<file path="config.mk">
export PLATFORM = sky130hd
export DESIGN_NAME = sprite_attribute_expander_flat
export DESIGN_NICKNAME = d
export VERILOG_FILES = /design/src/rtl/sae_pkg.sv /design/src/rtl/sae_req_if.sv /design/src/rtl/sae_rsp_if.sv /design/src/rtl/sprite_attribute_expander.sv /design/src/flat_wrapper.sv
export SDC_FILE = /design/constraint.sdc
export NUM_CORES = 1
export LEC_CHECK = 0
export BUFFER_PORTS_ARGS = -buffer_cell sky130_fd_sc_hd__clkbuf_2
export CORE_ASPECT_RATIO = 1.75
export CORE_MARGIN = 5
export CORE_UTILIZATION = 45
export CTS_CLUSTER_SIZE = 8
export DETAILED_ROUTE_END_ITERATION = 7
export PLACE_DENSITY_LB_ADDON = 0.08
export SETUP_SLACK_MARGIN = 0.1
export SKIP_LAST_GASP = 1
export SYNTH_ARGS = -nofsm -noshare
export SYNTH_HDL_FRONTEND = slang
export SYNTH_SLANG_ARGS = --single-unit
</file>
<file path="constraint.sdc">
create_clock -name clock -period 5.6 [get_ports clock]
set_input_delay 0.56 -clock clock [delete_from_list [all_inputs] [get_ports clock]]
set_output_delay 0.56 -clock clock [all_outputs]
set_load 0.1 [all_outputs]
</file>
<file path="src/rtl/sae_pkg.sv">
package sae_pkg;

   // Field widths of the request and response beats
   localparam int unsigned WordWidth    = 16;
   localparam int unsigned CodeWidth    = 13;
   localparam int unsigned ColourWidth  = 4;
   localparam int unsigned XWidth       = 10;
   localparam int unsigned YWidth       = 11;
   localparam int unsigned PosWidth     = 9;
   localparam int unsigned HeightWidth  = 2;
   localparam int unsigned TileIdxWidth = 3;

   // Control and status register port
   localparam int unsigned CsrIndexWidth = 2;
   localparam int unsigned CsrDataWidth  = 4;

   typedef enum logic [CsrIndexWidth-1:0] {
      CSR_PRIORITY_MASK  = 2'd0,
      CSR_PRIORITY_VALUE = 2'd1,
      CSR_FLIP_SCREEN    = 2'd2
   } csr_index_type;

   // Position decode: pos = MirrorOrigin - signed 9-bit field
   localparam logic signed [YWidth-1:0] MirrorOrigin = 11'sd240;
   localparam logic signed [YWidth-1:0] RightEdge    = 11'sd256;
   localparam logic signed [YWidth-1:0] TilePitch    = 11'sd16;

endpackage

</file>
<file path="src/rtl/sae_req_if.sv">
interface sae_req_if
   import sae_pkg::*;
();
   logic                 valid;
   logic                 ready;
   logic [WordWidth-1:0] attr_word_y;
   logic [WordWidth-1:0] code_word;
   logic [WordWidth-1:0] attr_word_x;
   logic                 frame_odd;

   modport source (
      output valid, attr_word_y, code_word, attr_word_x, frame_odd,
      input  ready
   );

   modport sink (
      input  valid, attr_word_y, code_word, attr_word_x, frame_odd,
      output ready
   );
endinterface

</file>
<file path="src/rtl/sae_rsp_if.sv">
interface sae_rsp_if
   import sae_pkg::*;
();
   logic                     valid;
   logic                     ready;
   logic [CodeWidth-1:0]     tile_code;
   logic [ColourWidth-1:0]   palette_select;
   logic                     mirror_x;
   logic                     mirror_y;
   logic signed [XWidth-1:0] screen_x;
   logic signed [YWidth-1:0] screen_y;
   logic                     last_tile;

   modport source (
      output valid, tile_code, palette_select, mirror_x, mirror_y,
             screen_x, screen_y, last_tile,
      input  ready
   );

   modport sink (
      input  valid, tile_code, palette_select, mirror_x, mirror_y,
             screen_x, screen_y, last_tile,
      output ready
   );
endinterface

</file>
<file path="src/rtl/sprite_attribute_expander.sv">
// Sprite attribute expander.
// req_ch takes one beat per sprite: the Y/attribute word, the code word, the
// X/colour word and the frame parity bit. rsp_ch gives one beat per tile of
// that sprite (1, 2, 4 or 8 tiles), last_tile marking the final one; a
// disabled, masked or off-screen sprite, or a flashing one in an odd frame, gives no beat.
// The csr_ port writes priority mask, priority value and screen flip; write
// it only while no sprite is in flight.
// Sequence: a sprite is taken in the idle state, then three setup steps on
// the shared adder (X decode and skip test, Y decode, first row), then one
// tile per cycle while rsp_ch does not stall. A skipped sprite returns to idle
// after the X decode step. The single 11-bit adder, used once per cycle,
// serves all of these steps.
// req_ch.ready is high only in the idle state. The last tile sits in the
// response register while the next sprite is taken, so a stalled receiver
// holds the block only once it has a tile that cannot be loaded.
// A stalled rsp_ch holds its beat unchanged and stops the tile sequence.
// reset (synchronous) clears the configuration registers to zero, drops
// rsp_ch.valid and returns the sequencer to idle; no clearing pass is needed.
module sprite_attribute_expander
   import sae_pkg::*;
(
   input  logic                     clock,
   input  logic                     reset,
   sae_req_if.sink                  req_ch,
   sae_rsp_if.source                rsp_ch,
   input  logic                     csr_we,
   input  logic [CsrIndexWidth-1:0] csr_index,
   input  logic [CsrDataWidth-1:0]  csr_wdata
);

   typedef enum logic [2:0] {
      ST_IDLE,
      ST_CALC_X,
      ST_CALC_Y,
      ST_FIRST_ROW,
      ST_EMIT
   } state_type;

   state_type state_ff;

   // Configuration registers
   logic [ColourWidth-1:0] priority_mask_ff;
   logic [ColourWidth-1:0] priority_value_ff;
   logic                   flip_screen_ff;

   // Captured sprite entry
   logic                   enable_ff;
   logic                   flip_x_ff;
   logic                   flip_y_ff;
   logic [HeightWidth-1:0] height_ff;
   logic [PosWidth-1:0]    pos_y_ff;
   logic [PosWidth-1:0]    pos_x_ff;
   logic [CodeWidth-1:0]   code_ff;
   logic [ColourWidth-1:0] colour_ff;
   logic                   flash_ff;
   logic                   odd_ff;

   // Working registers
   logic [TileIdxWidth-1:0]  last_idx_ff;  // tiles in sprite minus one
   logic [TileIdxWidth-1:0]  tile_idx_ff;  // counts down to zero
   logic signed [XWidth-1:0] x_ff;
   logic signed [YWidth-1:0] y_ff;

   // Response register
   logic                     rsp_valid_ff;
   logic [CodeWidth-1:0]     rsp_code_ff;
   logic [ColourWidth-1:0]   rsp_colour_ff;
   logic                     rsp_mirror_x_ff;
   logic                     rsp_mirror_y_ff;
   logic signed [XWidth-1:0] rsp_x_ff;
   logic signed [YWidth-1:0] rsp_y_ff;
   logic                     rsp_last_ff;

   // Shared adder
   logic signed [YWidth-1:0] add_a;
   logic signed [YWidth-1:0] add_b;
   logic                     add_sub;
   logic signed [YWidth-1:0] add_sum;

   logic signed [YWidth-1:0] pos_x_ext;
   logic signed [YWidth-1:0] pos_y_ext;
   logic [TileIdxWidth-1:0]  height_mask;
   logic [TileIdxWidth-1:0]  code_offset;
   logic [CodeWidth-1:0]     tile_code;
   logic                     skip;
   logic                     rsp_load;

   assign pos_x_ext = {{(YWidth-PosWidth){pos_x_ff[PosWidth-1]}}, pos_x_ff};
   assign pos_y_ext = {{(YWidth-PosWidth){pos_y_ff[PosWidth-1]}}, pos_y_ff};

   always_comb begin
      case (height_ff)
         2'd0:    height_mask = 3'd0;
         2'd1:    height_mask = 3'd1;
         2'd2:    height_mask = 3'd3;
         default: height_mask = 3'd7;
      endcase
   end

   // Operand selection for the one adder, by sequencer step
   always_comb begin
      add_a   = MirrorOrigin;
      add_b   = pos_x_ext;
      add_sub = 1'b1;
      case (state_ff)
         ST_CALC_X: begin
            add_b = pos_x_ext;
         end
         ST_CALC_Y: begin
            add_b = pos_y_ext;
         end
         ST_FIRST_ROW: begin
            // rows run upward unless the screen is flipped
            add_a   = y_ff;
            add_b   = signed'({{(YWidth-TileIdxWidth-4){1'b0}}, last_idx_ff, 4'd0});
            add_sub = ~flip_screen_ff;
         end
         ST_EMIT: begin
            // step back towards the sprite origin row
            add_a   = y_ff;
            add_b   = TilePitch;
            add_sub = flip_screen_ff;
         end
         default: begin
            add_a   = MirrorOrigin;
            add_b   = pos_x_ext;
            add_sub = 1'b1;
         end
      endcase
   end

   assign add_sum = add_sub ? (add_a - add_b) : (add_a + add_b);

   assign skip = !enable_ff
              || ((colour_ff & priority_mask_ff) != priority_value_ff)
              || (flash_ff && odd_ff)
              || (add_sum > RightEdge);

   // The low code bits are cleared to align the block to the height, so the offset ORs in
   assign code_offset = flip_y_ff ? tile_idx_ff : (last_idx_ff ^ tile_idx_ff);
   assign tile_code   = (code_ff & ~{{(CodeWidth-TileIdxWidth){1'b0}}, last_idx_ff})
                      | {{(CodeWidth-TileIdxWidth){1'b0}}, code_offset};

   assign rsp_load = (state_ff == ST_EMIT) && (!rsp_valid_ff || rsp_ch.ready);

   // Configuration writes
   always_ff @(posedge clock) begin
      if (reset) begin
         priority_mask_ff  <= '0;
         priority_value_ff <= '0;
         flip_screen_ff    <= 1'b0;
      end else if (csr_we) begin
         case (csr_index)
            CSR_PRIORITY_MASK:  priority_mask_ff  <= csr_wdata;
            CSR_PRIORITY_VALUE: priority_value_ff <= csr_wdata;
            CSR_FLIP_SCREEN:    flip_screen_ff    <= csr_wdata[0];
            default: begin
               // drop writes to unused indexes
            end
         endcase
      end
   end

   // Entry capture, no reset needed
   always_ff @(posedge clock) begin
      if (req_ch.valid && req_ch.ready) begin
         enable_ff <= req_ch.attr_word_y[15];
         flip_y_ff <= req_ch.attr_word_y[14];
         flip_x_ff <= req_ch.attr_word_y[13];
         height_ff <= req_ch.attr_word_y[12:11];
         pos_y_ff  <= req_ch.attr_word_y[PosWidth-1:0];
         code_ff   <= req_ch.code_word[CodeWidth-1:0];
         colour_ff <= req_ch.attr_word_x[15:12];
         flash_ff  <= req_ch.attr_word_x[11];
         pos_x_ff  <= req_ch.attr_word_x[PosWidth-1:0];
         odd_ff    <= req_ch.frame_odd;
      end
   end

   // Sequencer and response register
   always_ff @(posedge clock) begin
      if (reset) begin
         state_ff     <= ST_IDLE;
         rsp_valid_ff <= 1'b0;
      end else begin
         if (rsp_valid_ff && rsp_ch.ready && !rsp_load) begin
            rsp_valid_ff <= 1'b0;
         end
         case (state_ff)
            ST_IDLE: begin
               if (req_ch.valid) begin
                  state_ff <= ST_CALC_X;
               end
            end
            ST_CALC_X: begin
               // hold the decoded column, mirrored back under screen flip
               x_ff        <= flip_screen_ff ? pos_x_ext[XWidth-1:0] : add_sum[XWidth-1:0];
               last_idx_ff <= height_mask;
               tile_idx_ff <= height_mask;
               state_ff    <= skip ? ST_IDLE : ST_CALC_Y;
            end
            ST_CALC_Y: begin
               y_ff     <= flip_screen_ff ? pos_y_ext : add_sum;
               state_ff <= ST_FIRST_ROW;
            end
            ST_FIRST_ROW: begin
               y_ff     <= add_sum;
               state_ff <= ST_EMIT;
            end
            ST_EMIT: begin
               if (rsp_load) begin
                  rsp_valid_ff    <= 1'b1;
                  rsp_code_ff     <= tile_code;
                  rsp_colour_ff   <= colour_ff;
                  rsp_mirror_x_ff <= flip_x_ff ^ flip_screen_ff;
                  rsp_mirror_y_ff <= flip_y_ff ^ flip_screen_ff;
                  rsp_x_ff        <= x_ff;
                  rsp_y_ff        <= y_ff;
                  rsp_last_ff     <= (tile_idx_ff == '0);
                  y_ff            <= add_sum;
                  tile_idx_ff     <= tile_idx_ff - 1'b1;
                  if (tile_idx_ff == '0) begin
                     state_ff <= ST_IDLE;
                  end
               end
            end
            default: begin
               state_ff <= ST_IDLE;
            end
         endcase
      end
   end

   assign req_ch.ready = (state_ff == ST_IDLE);

   assign rsp_ch.valid          = rsp_valid_ff;
   assign rsp_ch.tile_code      = rsp_code_ff;
   assign rsp_ch.palette_select = rsp_colour_ff;
   assign rsp_ch.mirror_x       = rsp_mirror_x_ff;
   assign rsp_ch.mirror_y       = rsp_mirror_y_ff;
   assign rsp_ch.screen_x       = rsp_x_ff;
   assign rsp_ch.screen_y       = rsp_y_ff;
   assign rsp_ch.last_tile      = rsp_last_ff;

`ifndef SYNTHESIS
   // The final tile of a sprite returns the sequencer to idle
   assert property (@(posedge clock) disable iff (reset)
      (rsp_load && (tile_idx_ff == '0)) |=> (state_ff == ST_IDLE))
      else $error("sequencer did not return to idle after the last tile");

   // A beat that is not the last leaves more tiles to emit
   assert property (@(posedge clock) disable iff (reset)
      (rsp_ch.valid && rsp_ch.ready && !rsp_ch.last_tile) |-> (state_ff == ST_EMIT))
      else $error("non-final tile delivered with no tiles left");

   // Each emitted tile steps the tile counter down by one
   assert property (@(posedge clock) disable iff (reset)
      (rsp_load && (tile_idx_ff != '0)) |=> (tile_idx_ff == $past(tile_idx_ff) - 1'b1))
      else $error("tile counter did not step down");

   // No new sprite is taken while tiles remain
   assert property (@(posedge clock) disable iff (reset)
      (state_ff == ST_EMIT) |-> !(req_ch.valid && req_ch.ready))
      else $error("sprite accepted during tile emission");
`endif

endmodule
</file>
<file path="src/flat_wrapper.sv">
// flat-port wrapper written by rule: the top's interface ports become plain ports
module sprite_attribute_expander_flat import sae_pkg::*;
  (clock, reset, csr_we, csr_index, csr_wdata, req_ch_valid, req_ch_attr_word_y, req_ch_code_word, req_ch_attr_word_x, req_ch_frame_odd, req_ch_ready, rsp_ch_valid, rsp_ch_tile_code, rsp_ch_palette_select, rsp_ch_mirror_x, rsp_ch_mirror_y, rsp_ch_screen_x, rsp_ch_screen_y, rsp_ch_last_tile, rsp_ch_ready);
  sae_req_if req_ch_i ();
  sae_rsp_if rsp_ch_i ();
  input  logic clock;
  input  logic reset;
  input  logic csr_we;
  input  logic [CsrIndexWidth-1:0] csr_index;
  input  logic [CsrDataWidth-1:0] csr_wdata;
  input wire logic [$bits(req_ch_i.valid)-1:0] req_ch_valid;
  input wire logic [$bits(req_ch_i.attr_word_y)-1:0] req_ch_attr_word_y;
  input wire logic [$bits(req_ch_i.code_word)-1:0] req_ch_code_word;
  input wire logic [$bits(req_ch_i.attr_word_x)-1:0] req_ch_attr_word_x;
  input wire logic [$bits(req_ch_i.frame_odd)-1:0] req_ch_frame_odd;
  output wire logic [$bits(req_ch_i.ready)-1:0] req_ch_ready;
  output wire logic [$bits(rsp_ch_i.valid)-1:0] rsp_ch_valid;
  output wire logic [$bits(rsp_ch_i.tile_code)-1:0] rsp_ch_tile_code;
  output wire logic [$bits(rsp_ch_i.palette_select)-1:0] rsp_ch_palette_select;
  output wire logic [$bits(rsp_ch_i.mirror_x)-1:0] rsp_ch_mirror_x;
  output wire logic [$bits(rsp_ch_i.mirror_y)-1:0] rsp_ch_mirror_y;
  output wire logic [$bits(rsp_ch_i.screen_x)-1:0] rsp_ch_screen_x;
  output wire logic [$bits(rsp_ch_i.screen_y)-1:0] rsp_ch_screen_y;
  output wire logic [$bits(rsp_ch_i.last_tile)-1:0] rsp_ch_last_tile;
  input wire logic [$bits(rsp_ch_i.ready)-1:0] rsp_ch_ready;
  assign req_ch_i.valid = req_ch_valid;
  assign req_ch_i.attr_word_y = req_ch_attr_word_y;
  assign req_ch_i.code_word = req_ch_code_word;
  assign req_ch_i.attr_word_x = req_ch_attr_word_x;
  assign req_ch_i.frame_odd = req_ch_frame_odd;
  assign req_ch_ready = req_ch_i.ready;
  assign rsp_ch_valid = rsp_ch_i.valid;
  assign rsp_ch_tile_code = rsp_ch_i.tile_code;
  assign rsp_ch_palette_select = rsp_ch_i.palette_select;
  assign rsp_ch_mirror_x = rsp_ch_i.mirror_x;
  assign rsp_ch_mirror_y = rsp_ch_i.mirror_y;
  assign rsp_ch_screen_x = rsp_ch_i.screen_x;
  assign rsp_ch_screen_y = rsp_ch_i.screen_y;
  assign rsp_ch_last_tile = rsp_ch_i.last_tile;
  assign rsp_ch_i.ready = rsp_ch_ready;
  sprite_attribute_expander u_core (.clock(clock), .reset(reset), .req_ch(req_ch_i), .rsp_ch(rsp_ch_i), .csr_we(csr_we), .csr_index(csr_index), .csr_wdata(csr_wdata));
endmodule
</file>
# [Word level (Yosys, flattened, before mapping)]
# Cells that the tools add are included.
[op_classes] magnitude_cmp=1 reduce_logical=27 eq_ne=12 bitwise=9 n_mux=20 add_sub_neg=3
[op_table] cell="11-bit one-hot mux with 3 select lines" count=2
[op_table] cell="11-bit 2-to-1 mux" count=4
[op_table] cell="3-bit 2-to-1 mux" count=5
[op_table] cell="3-bit one-hot mux with 5 select lines" count=1
[op_table] cell="13-bit AND" count=1
[op_table] cell="3-bit NOT with 13-bit output" count=1
[op_table] cell="13-bit by 3-bit bitwise OR with 13-bit output" count=1
[op_table] cell="3-bit AND reduction" count=4
[op_table] cell="11-bit adder" count=1
[op_table] cell="11-bit by 10-bit > comparator with 1-bit output (second input constant)" count=1
[op_table] cell="11-bit subtractor" count=1
[op_table] cell="10-bit 2-to-1 mux" count=1
[op_table] cell="3-bit one-hot mux with 3 select lines" count=1
[op_table] cell="2-bit AND reduction" count=4
[op_table] cell="3-bit by 2-bit == test with 1-bit output (second input constant)" count=2
[op_table] cell="3-bit zero test" count=2
[op_table] cell="3-bit one-hot mux with 2 select lines" count=1
[op_table] cell="1-bit logical AND" count=5
[op_table] cell="4-bit AND" count=1
[op_table] cell="2-bit by 1-bit == test with 1-bit output (second input constant)" count=2
[op_table] cell="2-bit == test (second input constant)" count=2
[op_table] cell="2-bit zero test" count=2
[op_table] cell="1-bit logical OR" count=4
[op_table] cell="2-bit != test (second input constant)" count=2
[op_table] cell="other kinds (15)" count=21
[word_totals] elab_cells=98 regBits=123

# [Depth between registers and ports, before layout]
# Gate-level depths: netlist (run 1).
[logic_depth] word_depth=9 ltp_mapped=18 mapped_depth_nobuf=17

# [Least setup slack after synthesis (run 1)]
# Ideal clock, no wire load.
[synth_path] kind="reg2reg" from="register u_core.rsp_valid_ff, in the netlist u_core.rsp_ch.valid" to="register u_core.rsp_last_ff, in the netlist u_core.rsp_ch.last_tile (enable)" arrival_ns=3.999 path_stages_with_launch=3 required_time_ns=5.101 path_slack_ns=1.102 synth_period_minus_slack_ns=4.498 path_cell_list="dfxtp_1 -> nand2b_1 -> nor3b_1"
[synth_via] elab_chain_cells=4
[synth_lines] element="start: declaration" line="sprite_attribute_expander.sv:65" rtl="logic rsp_valid_ff;"
[synth_lines] element="start signal: assignment" line="sprite_attribute_expander.sv:184" rtl="rsp_valid_ff <= 1'b0;"
[synth_lines] element="start signal: assignment" line="sprite_attribute_expander.sv:187" rtl="rsp_valid_ff <= 1'b0;"
[synth_lines] element="start signal: assignment" line="sprite_attribute_expander.sv:212" rtl="rsp_valid_ff <= 1'b1;"
[synth_lines] element="1-bit zero test" line="sprite_attribute_expander.sv:144" rtl="assign rsp_load = (state_ff == ST_EMIT) && (!rsp_valid_ff || rsp_ch.ready);"
[synth_lines] element="1-bit logical OR" line="sprite_attribute_expander.sv:144"
[synth_lines] element="1-bit logical AND" line="sprite_attribute_expander.sv:144"
[synth_lines] element="3-bit AND reduction (no line)"
[synth_lines] element="end signal: assignment" line="sprite_attribute_expander.sv:219" rtl="rsp_last_ff <= (tile_idx_ff == '0);"
[synth_lines] element="end: declaration" line="sprite_attribute_expander.sv:72" rtl="logic rsp_last_ff;"
# Every way passes these cells.
# A chain may end at the register's enable or synchronous reset.

# [Worst setup path in the final report (run 1)]
[layout_path] from="register u_core.state_ff[2]" to="register u_core.state_ff[1]"
[layout_via] elab_chain_cells=9 elab_cells_between_ends=21 cone_classes="add/sub (2); order compare (1); eq/ne (7); mux (6); reduce/logical (5)"
[layout_lines] element="start: declaration" line="sprite_attribute_expander.sv:39" rtl="state_type state_ff;"
[layout_lines] element="start signal: assignment" line="sprite_attribute_expander.sv:200" rtl="state_ff <= skip ? ST_IDLE : ST_CALC_Y;"
[layout_lines] element="3-bit by 2-bit == test with 1-bit output / 3-bit == test (equally long branches)" line="sprite_attribute_expander.sv:105, sprite_attribute_expander.sv:189, sprite_attribute_expander.sv:144"
[layout_lines] element="2-bit OR reduction (no line)"
[layout_lines] element="11-bit 2-to-1 mux" line="sprite_attribute_expander.sv:105" rtl="case (state_ff)"
[layout_lines] element="11-bit adder / 11-bit subtractor (equally long branches)" line="sprite_attribute_expander.sv:132" rtl="assign add_sum = add_sub ? (add_a - add_b) : (add_a + add_b);"
[layout_lines] element="11-bit 2-to-1 mux" line="sprite_attribute_expander.sv:132"
[layout_lines] element="11-bit by 10-bit > comparator with 1-bit output" line="sprite_attribute_expander.sv:137" rtl="|| (add_sum > RightEdge);"
[layout_lines] element="1-bit logical OR" line="sprite_attribute_expander.sv:137"
[layout_lines] element="2-bit 2-to-1 mux" line="sprite_attribute_expander.sv:200"
[layout_lines] element="3-bit one-hot mux with 5 select lines" line="sprite_attribute_expander.sv:189" rtl="case (state_ff)"
# Several ways; a longest one is shown, not always the timed one.

==> results of run 1 <==
## worst max-delay path by stage
stage	slack, ns	start	cells past startpoint	endpoint
after floorplan	1.10	u_core.rsp_ch.valid	2	u_core.rsp_ch.last_tile
after global placement	1.25	u_core.state_ff[2]	17	u_core.state_ff[1]
after detailed placement	1.21	u_core.state_ff[2]	17	u_core.state_ff[1]
after CTS	1.15	u_core.state_ff[2]	17	u_core.state_ff[1]
after global routing	0.83	u_core.state_ff[2]	17	u_core.state_ff[1]
final	1.19	u_core.state_ff[2]	17	u_core.state_ff[1]
## cell type report
cell class,count,area share [%]
clock inverter,14,3.000
tap,135,2.613
clock buffer,18,6.640
inverter,12,0.6969
timing repair buffer,99,7.820
sequential,123,55.13
multi-input combinational,231,24.10
## per-layer routing
metal	vias to the layer above	global-route usage, %	part of all wire [%]	wire [um]
li1	1610	-	-	-
met1	1560	17.56	37	4156
met2	94	29.96	56	6230
met3	19	4.941	4.6	511
met4	0	7.762	2.7	301
met5	-	0	0	0
## cells by family (layout without fill, tap and decap cells)
family                   after synthesis  count (layout)  synth area share [%]
flip-flops                           123             123                 68.31
AND/OR/NAND/NOR                      116             116                 11.39
AO/OA/AOI/OAI                         65              65                 8.155
buffers and inverters                 23             143                 2.039
XOR/XNOR                              21              21                 3.526
adder cells (fa/ha/maj)               16              16                 3.982
multiplexers                          13              13                 2.591
## registers in the layout, summed over array words and instances (netlist names), 9 cells and up
| register | flops |
|---|---|
| u_core.code_ff | 13 |
| u_core.rsp_ch.screen_y | 11 |
| u_core.x_ff | 10 |
| u_core.pos_y_ff | 9 |
| u_core.pos_x_ff | 9 |
| u_core.rsp_ch.tile_code | 13 |
| u_core.rsp_ch.screen_x | 10 |
| u_core.y_ff | 11 |
## synthesized netlist by cell type, types with 2 or more instances
cell type and instances:
edfxtp_1 110, nand2_1 33, nor2_1 28, o21ai_0 18, xor2_1 18, ha_1 15, a21oi_1 13, dfxtp_1 13
inv_1 12, mux2i_1 12, nand2b_1 11, nand3_1 8, o21ai_1 8, clkbuf_1 7, nor3_1 7, and2_1 6
a31oi_1 4, a22oi_1 3, nor2_2 3, xnor2_1 3, a211o_1 2, a211oi_1 2, and3_1 2, buf_6 2
nand3b_1 2, nor2b_1 2, nor3b_1 2, o211ai_1 2, o21a_1 2, or2_2 2
## power by group
group          total [mW]  switching (mW)  internal, mW
clock network        1.14           0.397         0.746
logic               0.216           0.135        0.0812
registers            1.08          0.0235          1.06
total                2.44           0.555          1.88
## stage by stage
| stage | power (mW) | cells | area (sq um) |
|---|---|---|---|
| 3_3_place_gp | 1.311 | 600 | 5841 |
| 6_report | 2.438 | 632 | 6464 |
| 3_5_place_dp | 1.315 | 600 | 5841 |
| 5_1_grt | 2.534 | 632 | 6464 |
| 2_1_floorplan | 1.242 | 377 | 5216 |
| 4_1_cts | 2.464 | 632 | 6464 |
==> flow_summary.json, run 1 <==
{
  "outcome": "completed",
  "ctsRootBufferMaster": "clkbuf_16",
  "tritoncts": "yes",
  "path_class": "flop to flop",
  "fin_crit_sh_pct": 78.70,
  "netlist_instances": 377,
  "cp_slowest_cell": "dfxtp_1",
  "final_nets": 560,
  "track_usage_pct": 16.72,
  "ctsResizeCount": 0,
  "wl_per_cell_um": 17.72,
  "clk_pin_slew_ns": 0.06,
  "cap_viol_max_count": 0,
  "clock.fmax_mhz": 226.9,
  "cts_buffers": 17,
  "rsz0062_at_grt": "no",
  "postCtsSetupBuffers": 0,
  "multi_input_area_sq_um": 1558,
  "r2r_start": "u_core.state_ff[2]",
  "grt_pass1_wl_mm": 17.75,
  "reg2reg_to": "u_core.state_ff[1]",
  "post_route_cells_drive_above_1_share_pct": 29.98,
  "layout_common_cells": "110 x edfxtp_1, 95 x clkbuf_2, 33 x nand2_1, 28 x nor2_1",
  "hold_class": "primary input to flop",
  "synth_area_leader_cell": "edfxtp_1",
  "worst-path-buf-inv": 1,
  "preCtsSetupSlack_ns": 1.205,
  "final_util_pct": 56.45,
  "min_period_ns": 4.407,
  "place.port_buffers": 95,
  "max_stage_delay_ns": 0.54,
  "dp_hpwl_mm": 8.034,
  "setup_viol": 0,
  "drt-total-wl_mm": 11.20,
  "fin_skew_ns": 0.009292,
  "ioPinCount": 103,
  "crit_fanout": 11,
  "yosysSeqAreaShare_pct": 68.31,
  "yosys_register_bits": 123,
  "cp.arrival_ns": 4.74,
  "synth_edf_count": 110,
  "yosysWarnings": 0,
  "synth.area.top_cells": "edfxtp_1 63%, dfxtp_1 5.0%, ha_1 3.6%",
  "powerDensity_nw_per_um2": 377.2,
  "final_antenna_net_count": 0,
  "worst_slew_pin_slew_ns": 1.061,
  "viasPerCell": 5.195,
  "yosys.area.top_type_share_pct": 63.32,
  "routabilityCongestion": 0.8965,
  "grt_max_degree": 43,
  "rrSetupSlack_ns": 1.19,
  "slew_headroom_pct": 29.26,
  "syn2layout_area_growth_pct": 23.91,
  "ff_latch_area_sq_um": 3563,
  "diodes": 0,
  "timing.setup.tns_ns": 0,
  "whs_endpoint": "u_core.height_ff[0]",
  "die_area_sq_um": 13930,
  "min_delay_path_depth": 1,
  "drc": 0,
  "start_util_pct": 45.55,
  "finalMaxSlewViolations": 0,
  "grt.overflow.total": 0,
  "clkLatencyLatePin_ns": 0.41,
  "vias": 3283,
  "vdd_ir_drop_max_mv": 0.3572,
  "avgSynthCellArea_sq_um": 13.84,
  "synthFlopType": "edfxtp_1",
  "async_reset_ff_share_pct": 0,
  "antenna_found_initial": 0,
  "worstSetupStartpointType": "flop",
  "cp_cell_sequence": "nor3b_2, nor2_2, a22oi_1, ha_1, inv_1, a221oi_2, nor2_1, nor2_1, ha_1, nor2b_1, o211ai_1, a31oi_1, a211oi_1, o21ai_0, nand2b_1, mux2_4, o211ai_2",
  "first_pass_iters": 4,
  "hold_viol": 0,
  "die_y_um": 152.4,
  "hp-start": "req_ch_attr_word_y[11]",
  "reg2regPathDepth": 17,
  "endpoint_kind": "flop",
  "htreeDepth": 4,
  "setup_slack_ns": 1.193,
  "drt-initial-drc-count": 167,
  "clock_path_buffers": 2,
  "cp_top_family": "compound AO/OA/AOI/OAI gates",
  "hold_buffers": 0,
  "die_w_um": 91.39,
  "fill_cells": 967,
  "syn-num-nets": 453,
  "power.leakage_nw": 2.518,
  "hold_slack_ns": 0.3241,
  "synth.cell_area_sq_um": 5216,
  "synth_cell_types": 55,
  "core.rowCount": 52,
  "grt_pass1_vias": 3450,
  "core_sq_um": 11450,
  "layout_commonest_cell": "edfxtp_1",
  "cts_sinks": 123,
  "cp.required_ns": 5.93
}
Note: power is estimated with default switching activity, not from simulation.
==> run 2, diff against run 1 <==
==> constraint.sdc (replaced) <==
create_clock -name clock -period 4.6 [get_ports clock]
set_input_delay 0.46 -clock clock [delete_from_list [all_inputs] [get_ports clock]]
set_output_delay 0.46 -clock clock [all_outputs]
set_load 0.1 [all_outputs]
==> run 2 against run 1 <==
Compared with the run above:
- first-iteration DRC count fell by 15%
- count of clock-buffer cells in the layout rose by 2
- sequential power rose by 21%
- register-to-register slack got worse by 0.70 ns
- critical path depth did not move
- flip-flop and latch count did not move
- sequential share of layout area rose by 0.20 points
- final area fell by 0.37%
- via count rose by 0.91%
- critical endpoint unchanged
- largest cell class unchanged
==> flow_summary.json, run 2 (same netlist as run 1, synthesis figures left out) <==
{
  "rsz0062_at_grt": "no",
  "hold_class": "primary input to flop",
  "wl_per_cell_um": 17.78,
  "hold_slack_ns": 0.2238,
  "antenna_found_initial": 0,
  "ctsRootBufferMaster": "clkbuf_16",
  "power.leakage_nw": 2.535,
  "cts_sinks": 123,
  "setup_slack_ns": 0.4978,
  "endpoint_kind": "flop",
  "postCtsSetupBuffers": 0,
  "hp-start": "req_ch_attr_word_y[13]",
  "tritoncts": "yes",
  "crit_fanout": 6,
  "syn2layout_area_growth_pct": 23.46,
  "finalMaxSlewViolations": 0,
  "worstSetupStartpointType": "flop",
  "clock_path_buffers": 2,
  "start_util_pct": 45.55,
  "dp_hpwl_mm": 8.241,
  "slew_headroom_pct": 26.40,
  "die_w_um": 91.39,
  "final_cells": 637,
  "fill_cells": 968,
  "drc": 0,
  "cp.required_ns": 4.94,
  "min_period_ns": 4.102,
  "powerDensity_nw_per_um2": 440.4,
  "worst_slew_pin_slew_ns": 1.104,
  "track_usage_pct": 16.91,
  "hold_viol": 0,
  "timing.setup.tns_ns": 0,
  "path_class": "flop to flop",
  "vias": 3313,
  "clkLatencyLatePin_ns": 0.41,
  "reg2regPathDepth": 17,
  "clock.fmax_mhz": 243.8,
  "dpl_cell_area_sq_um": 5878,
  "htreeDepth": 4,
  "cap_viol_max_count": 0,
  "hold_buffers": 0,
  "vdd_ir_drop_max_mv": 0.3078,
  "post_route_cells_drive_above_1_share_pct": 30.48,
  "whs_endpoint": "u_core.flip_x_ff",
  "drt-total-wl_mm": 11.33,
  "die_area_sq_um": 13930,
  "viasPerCell": 5.201,
  "min_delay_path_depth": 1,
  "final_nets": 565,
  "layout_commonest_cell": "edfxtp_1",
  "dp.cells": 605,
  "cts_buffers": 17,
  "routabilityCongestion": 0.9011,
  "grt.overflow.total": 0,
  "final_util_pct": 56.24,
  "cp.arrival_ns": 4.44,
  "ctsResizeCount": 0,
  "ioPinCount": 103,
  "layout_common_cells": "110 x edfxtp_1, 95 x clkbuf_2, 33 x nand2_1, 28 x nor2_1",
  "grt_pass1_wl_mm": 17.90,
  "final_antenna_net_count": 0,
  "grt_pass1_vias": 3508,
  "fin_skew_ns": 0.01088,
  "r2r_start": "u_core.state_ff[1]",
  "reg2reg_to": "u_core.state_ff[1]",
  "outcome": "completed",
  "core.rowCount": 52,
  "die_y_um": 152.4,
  "setup_viol": 0,
  "rrSetupSlack_ns": 0.50,
  "diodes": 0,
  "fin_crit_sh_pct": 89.18,
  "core_sq_um": 11450,
  "first_pass_iters": 4,
  "power_mw": 2.836,
  "preCtsSetupSlack_ns": 0.5099,
  "design_area_sq_um": 6440,
  "clk_pin_slew_ns": 0.06,
  "drt-initial-drc-count": 142,
  "grt_max_degree": 43,
  "place.port_buffers": 95
}
## run 2: changes by cell type in the layout (fill, tap and decap cells not counted), sizes merged
cell      before  now
clkinv         3   10
buf            4    9
clkinvlp       4    0
inv           15   12
bufinv         4    2
clkbuf       113  115
## run 2: worst max-delay path by stage
| stage | start | cells after the start | end | slack [ns] |
|---|---|---|---|---|
| CTS | u_core.state_ff[1] | 17 | u_core.state_ff[1] | 0.48 |
| finish | u_core.state_ff[1] | 17 | u_core.state_ff[1] | 0.50 |
| detailed placement | u_core.state_ff[1] | 17 | u_core.state_ff[1] | 0.51 |
| global route | u_core.state_ff[1] | 17 | u_core.state_ff[1] | 0.19 |
| floorplan | u_core.rsp_ch.valid | 2 | u_core.rsp_ch.last_tile | 0.10 |
| global placement | u_core.state_ff[1] | 17 | u_core.state_ff[1] | 0.56 |
## run 2: power by group
| part | switching, mW | total (mW) | internal (mW) |
|---|---|---|---|
| Sequential | 0.0234 | 1.31 | 1.29 |
| Clock | 0.462 | 1.26 | 0.793 |
| Combinational | 0.171 | 0.272 | 0.101 |
| Total | 0.657 | 2.84 | 2.18 |
## run 2: metal layers
metal	wire length (um)	part of all wire [%]	track usage (%)
met3	461	4.1	4.348
met1	4156	37	17.49
met2	6304	56	30.34
met4	404	3.6	9.231
met5	0	0	0
## run 2: final cells by class
| type | instances | area, sq um | area share (%) |
|---|---|---|---|
| clock buffers | 20 | 436.7 | 6.781 |
| flip-flops and latches | 123 | 3563 | 55.33 |
| well taps | 135 | 168.9 | 2.623 |
| clock inverters | 12 | 125.1 | 1.943 |
| repair buffers | 104 | 543.0 | 8.432 |
| inverters | 12 | 45.04 | 0.6994 |
| multi-input cells | 231 | 1558 | 24.19 |
## run 2: worst max-delay path: stages, from the launching register on
cell and delay [ns]:
dfxtp_1 0.37, nor3b_2 0.33, nor2_2 0.15, a22oi_1 0.26
ha_1 0.20, inv_1 0.04, a221oi_2 0.34, nor2_1 0.12
nor2_1 0.14, ha_1 0.28, nor2b_1 0.16, o211ai_1 0.30
a31oi_1 0.14, a211oi_1 0.33, o21ai_0 0.30, nand2b_1 0.23
mux2_4 0.27, o211ai_2 0.06
==> run 3, diff against run 2 <==
==> constraint.sdc (replaced) <==
create_clock -name clock -period 3.3 [get_ports clock]
set_input_delay 0.33 -clock clock [delete_from_list [all_inputs] [get_ports clock]]
set_output_delay 0.33 -clock clock [all_outputs]
set_load 0.1 [all_outputs]
==> run 3 against run 2 <==
Compared with the run above:
- the flow now finishes with violations (setup timing)
- total power grew 51%
- combinational power up 85%
- global-route usage increased by 0.54 points
- first-iteration DRC count grew 4.2%
- clock power rose by 56%
- clock skew decreased by 0.0025 ns
- final area rose by 9.2%
- routed wire length increased by 4.1%
- final cell count increased by 7.4%
- hold slack got worse by 0.13 ns
- largest cell class unchanged
==> flow_summary.json, run 3 (same netlist as run 1, synthesis figures left out) <==
{
  "cap_viol_max_count": 0,
  "power.leakage_nw": 2.816,
  "ioPinCount": 103,
  "drt-total-wl_mm": 11.80,
  "clk_pin_slew_ns": 0.06,
  "worstSetupStartpointType": "flop",
  "fin_crit_sh_pct": 101.2,
  "core.rowCount": 52,
  "path_class": "flop to flop",
  "drc": 0,
  "fin_skew_ns": 0.008331,
  "endpoint_kind": "flop",
  "drt-initial-drc-count": 148,
  "tritoncts": "yes",
  "grt_max_degree": 27,
  "cts_buffers": 17,
  "outcome": "complete, but fails checks",
  "crit_fanout": 7,
  "antenna_found_initial": 0,
  "rsz0062_at_grt": "yes",
  "fill_cells": 945,
  "cts_sinks": 123,
  "setup_slack_ns": -0.04094,
  "grt_pass1_wl_mm": 18.77,
  "clock.fmax_mhz": 299.3,
  "layout_commonest_cell": "edfxtp_1",
  "worst_slew_pin_slew_ns": 0.8625,
  "start_util_pct": 45.55,
  "post_route_cells_drive_above_1_share_pct": 41.35,
  "dp_hpwl_mm": 8.582,
  "die_y_um": 152.4,
  "hold_class": "primary input to flop",
  "hp-start": "req_ch_attr_word_x[12]",
  "power_mw": 4.292,
  "ctsRootBufferMaster": "clkbuf_16",
  "routabilityCongestion": 0.8430,
  "cp.arrival_ns": 3.47,
  "track_usage_pct": 17.45,
  "hold_buffers": 0,
  "wl_per_cell_um": 17.25,
  "design_area_sq_um": 7034,
  "vias": 3462,
  "core_sq_um": 11450,
  "setup_viol": 4,
  "grt.overflow.total": 0,
  "diodes": 0,
  "dpl_cell_area_sq_um": 6188,
  "first_pass_iters": 5,
  "vdd_ir_drop_max_mv": 0.4056,
  "slew_headroom_pct": 42.44,
  "clkLatencyLatePin_ns": 0.41,
  "powerDensity_nw_per_um2": 610.2,
  "layout_common_cells": "110 x edfxtp_1, 95 x clkbuf_2, 55 x buf_4, 33 x nand2_1, 26 x nor2_1",
  "syn2layout_area_growth_pct": 34.85,
  "crit_start": "u_core.state_ff[1]",
  "cp.required_ns": 3.43,
  "viasPerCell": 5.061,
  "die_w_um": 91.39,
  "final_nets": 612,
  "hold_viol": 0,
  "grt_pass1_vias": 3719,
  "clock_path_buffers": 2,
  "htreeDepth": 4,
  "place.port_buffers": 95,
  "final_antenna_net_count": 0,
  "die_area_sq_um": 13930,
  "finalMaxSlewViolations": 0,
  "r2r_start": "u_core.state_ff[1]",
  "min_period_ns": 3.341,
  "hold_slack_ns": 0.09263,
  "failed_checks": "setup timing"
}
-- run 3: cell count changes in the layout (fill, tap and decap cells not counted), sizes merged --
| cell | previous run | this run |
|---|---|---|
| inv | 12 | 14 |
| clkbuf | 115 | 114 |
| clkinvlp | 0 | 3 |
| clkinv | 10 | 4 |
| bufinv | 2 | 4 |
| buf | 9 | 56 |
-- run 3: metrics by stage --
stage	cells	TNS, ns	setup slack, ns	utilization, %
4_1_cts	680	-0.1975	-0.08975	60.39
6_report	684	-0.09714	-0.04094	61.43
3_3_place_gp	642	-0.4693	-0.1368	54.04
3_5_place_dp	642	-0.7971	-0.1755	54.04
2_1_floorplan	377	0	0.002675	-
5_1_grt	684	-1.419	-0.2483	61.43
-- run 3: final timing paths --
kind,endpoint,cells past startpoint,slack (ns)
min reg2reg,u_core.rsp_ch.tile_code[11],0,0.42
min,u_core.colour_ff[0],1,0.09
max reg2reg,u_core.y_ff[9],17,-0.04
max,u_core.y_ff[9],17,-0.04
-- run 3: cell type report --
class	count	area, sq um	area share (%)
Clock buffer	19	442.9	6.297
Clock inverter	13	191.4	2.721
Inverter	12	45.04	0.6403
Multi-Input combinational cell	231	1712	24.33
Sequential cell	123	3575	50.82
Tap cell	135	168.9	2.401
Timing Repair Buffer	151	899.6	12.79
-- run 3: critical path: stages, from the launching register on --
cell	delay (ns)
dfxtp_4	0.37
nor3b_4	0.15
buf_4	0.16
a22oi_2	0.21
ha_2	0.20
inv_2	0.04
a221oi_4	0.23
buf_4	0.18
a31oi_1	0.10
xor2_1	0.17
ha_1	0.32
o21a_1	0.15
o21ai_2	0.16
a41oi_2	0.06
o21ai_1	0.14
nand2b_1	0.10
xnor2_2	0.21
o21ai_1	0.09
-- run 3: timing repair --
action | CTS | global route
setup buffers | 6 | 4
setup endpoints to repair | 12 | 12
pin swaps | 10 | 7
gates resized for setup | 15 | 22
-- run 3: metal layers --
| metal | vias to the layer above | GRT usage [%] | part of all wire [%] |
|---|---|---|---|
| li1 | 1707 | - | - |
| met1 | 1656 | 17.87 | 36 |
| met2 | 85 | 32.32 | 57 |
| met3 | 14 | 5.237 | 4.8 |
| met4 | 0 | 6.783 | 2.0 |
| met5 | - | 0 | 0 |
-- run 3: power by group --
part | internal [mW] | switching, mW | total [mW] | leakage (nW)
registers | 1.79 | 0.0355 | 1.83 | 1.12
clock network | 1.29 | 0.674 | 1.96 | 0.300
logic | 0.228 | 0.276 | 0.504 | 1.39
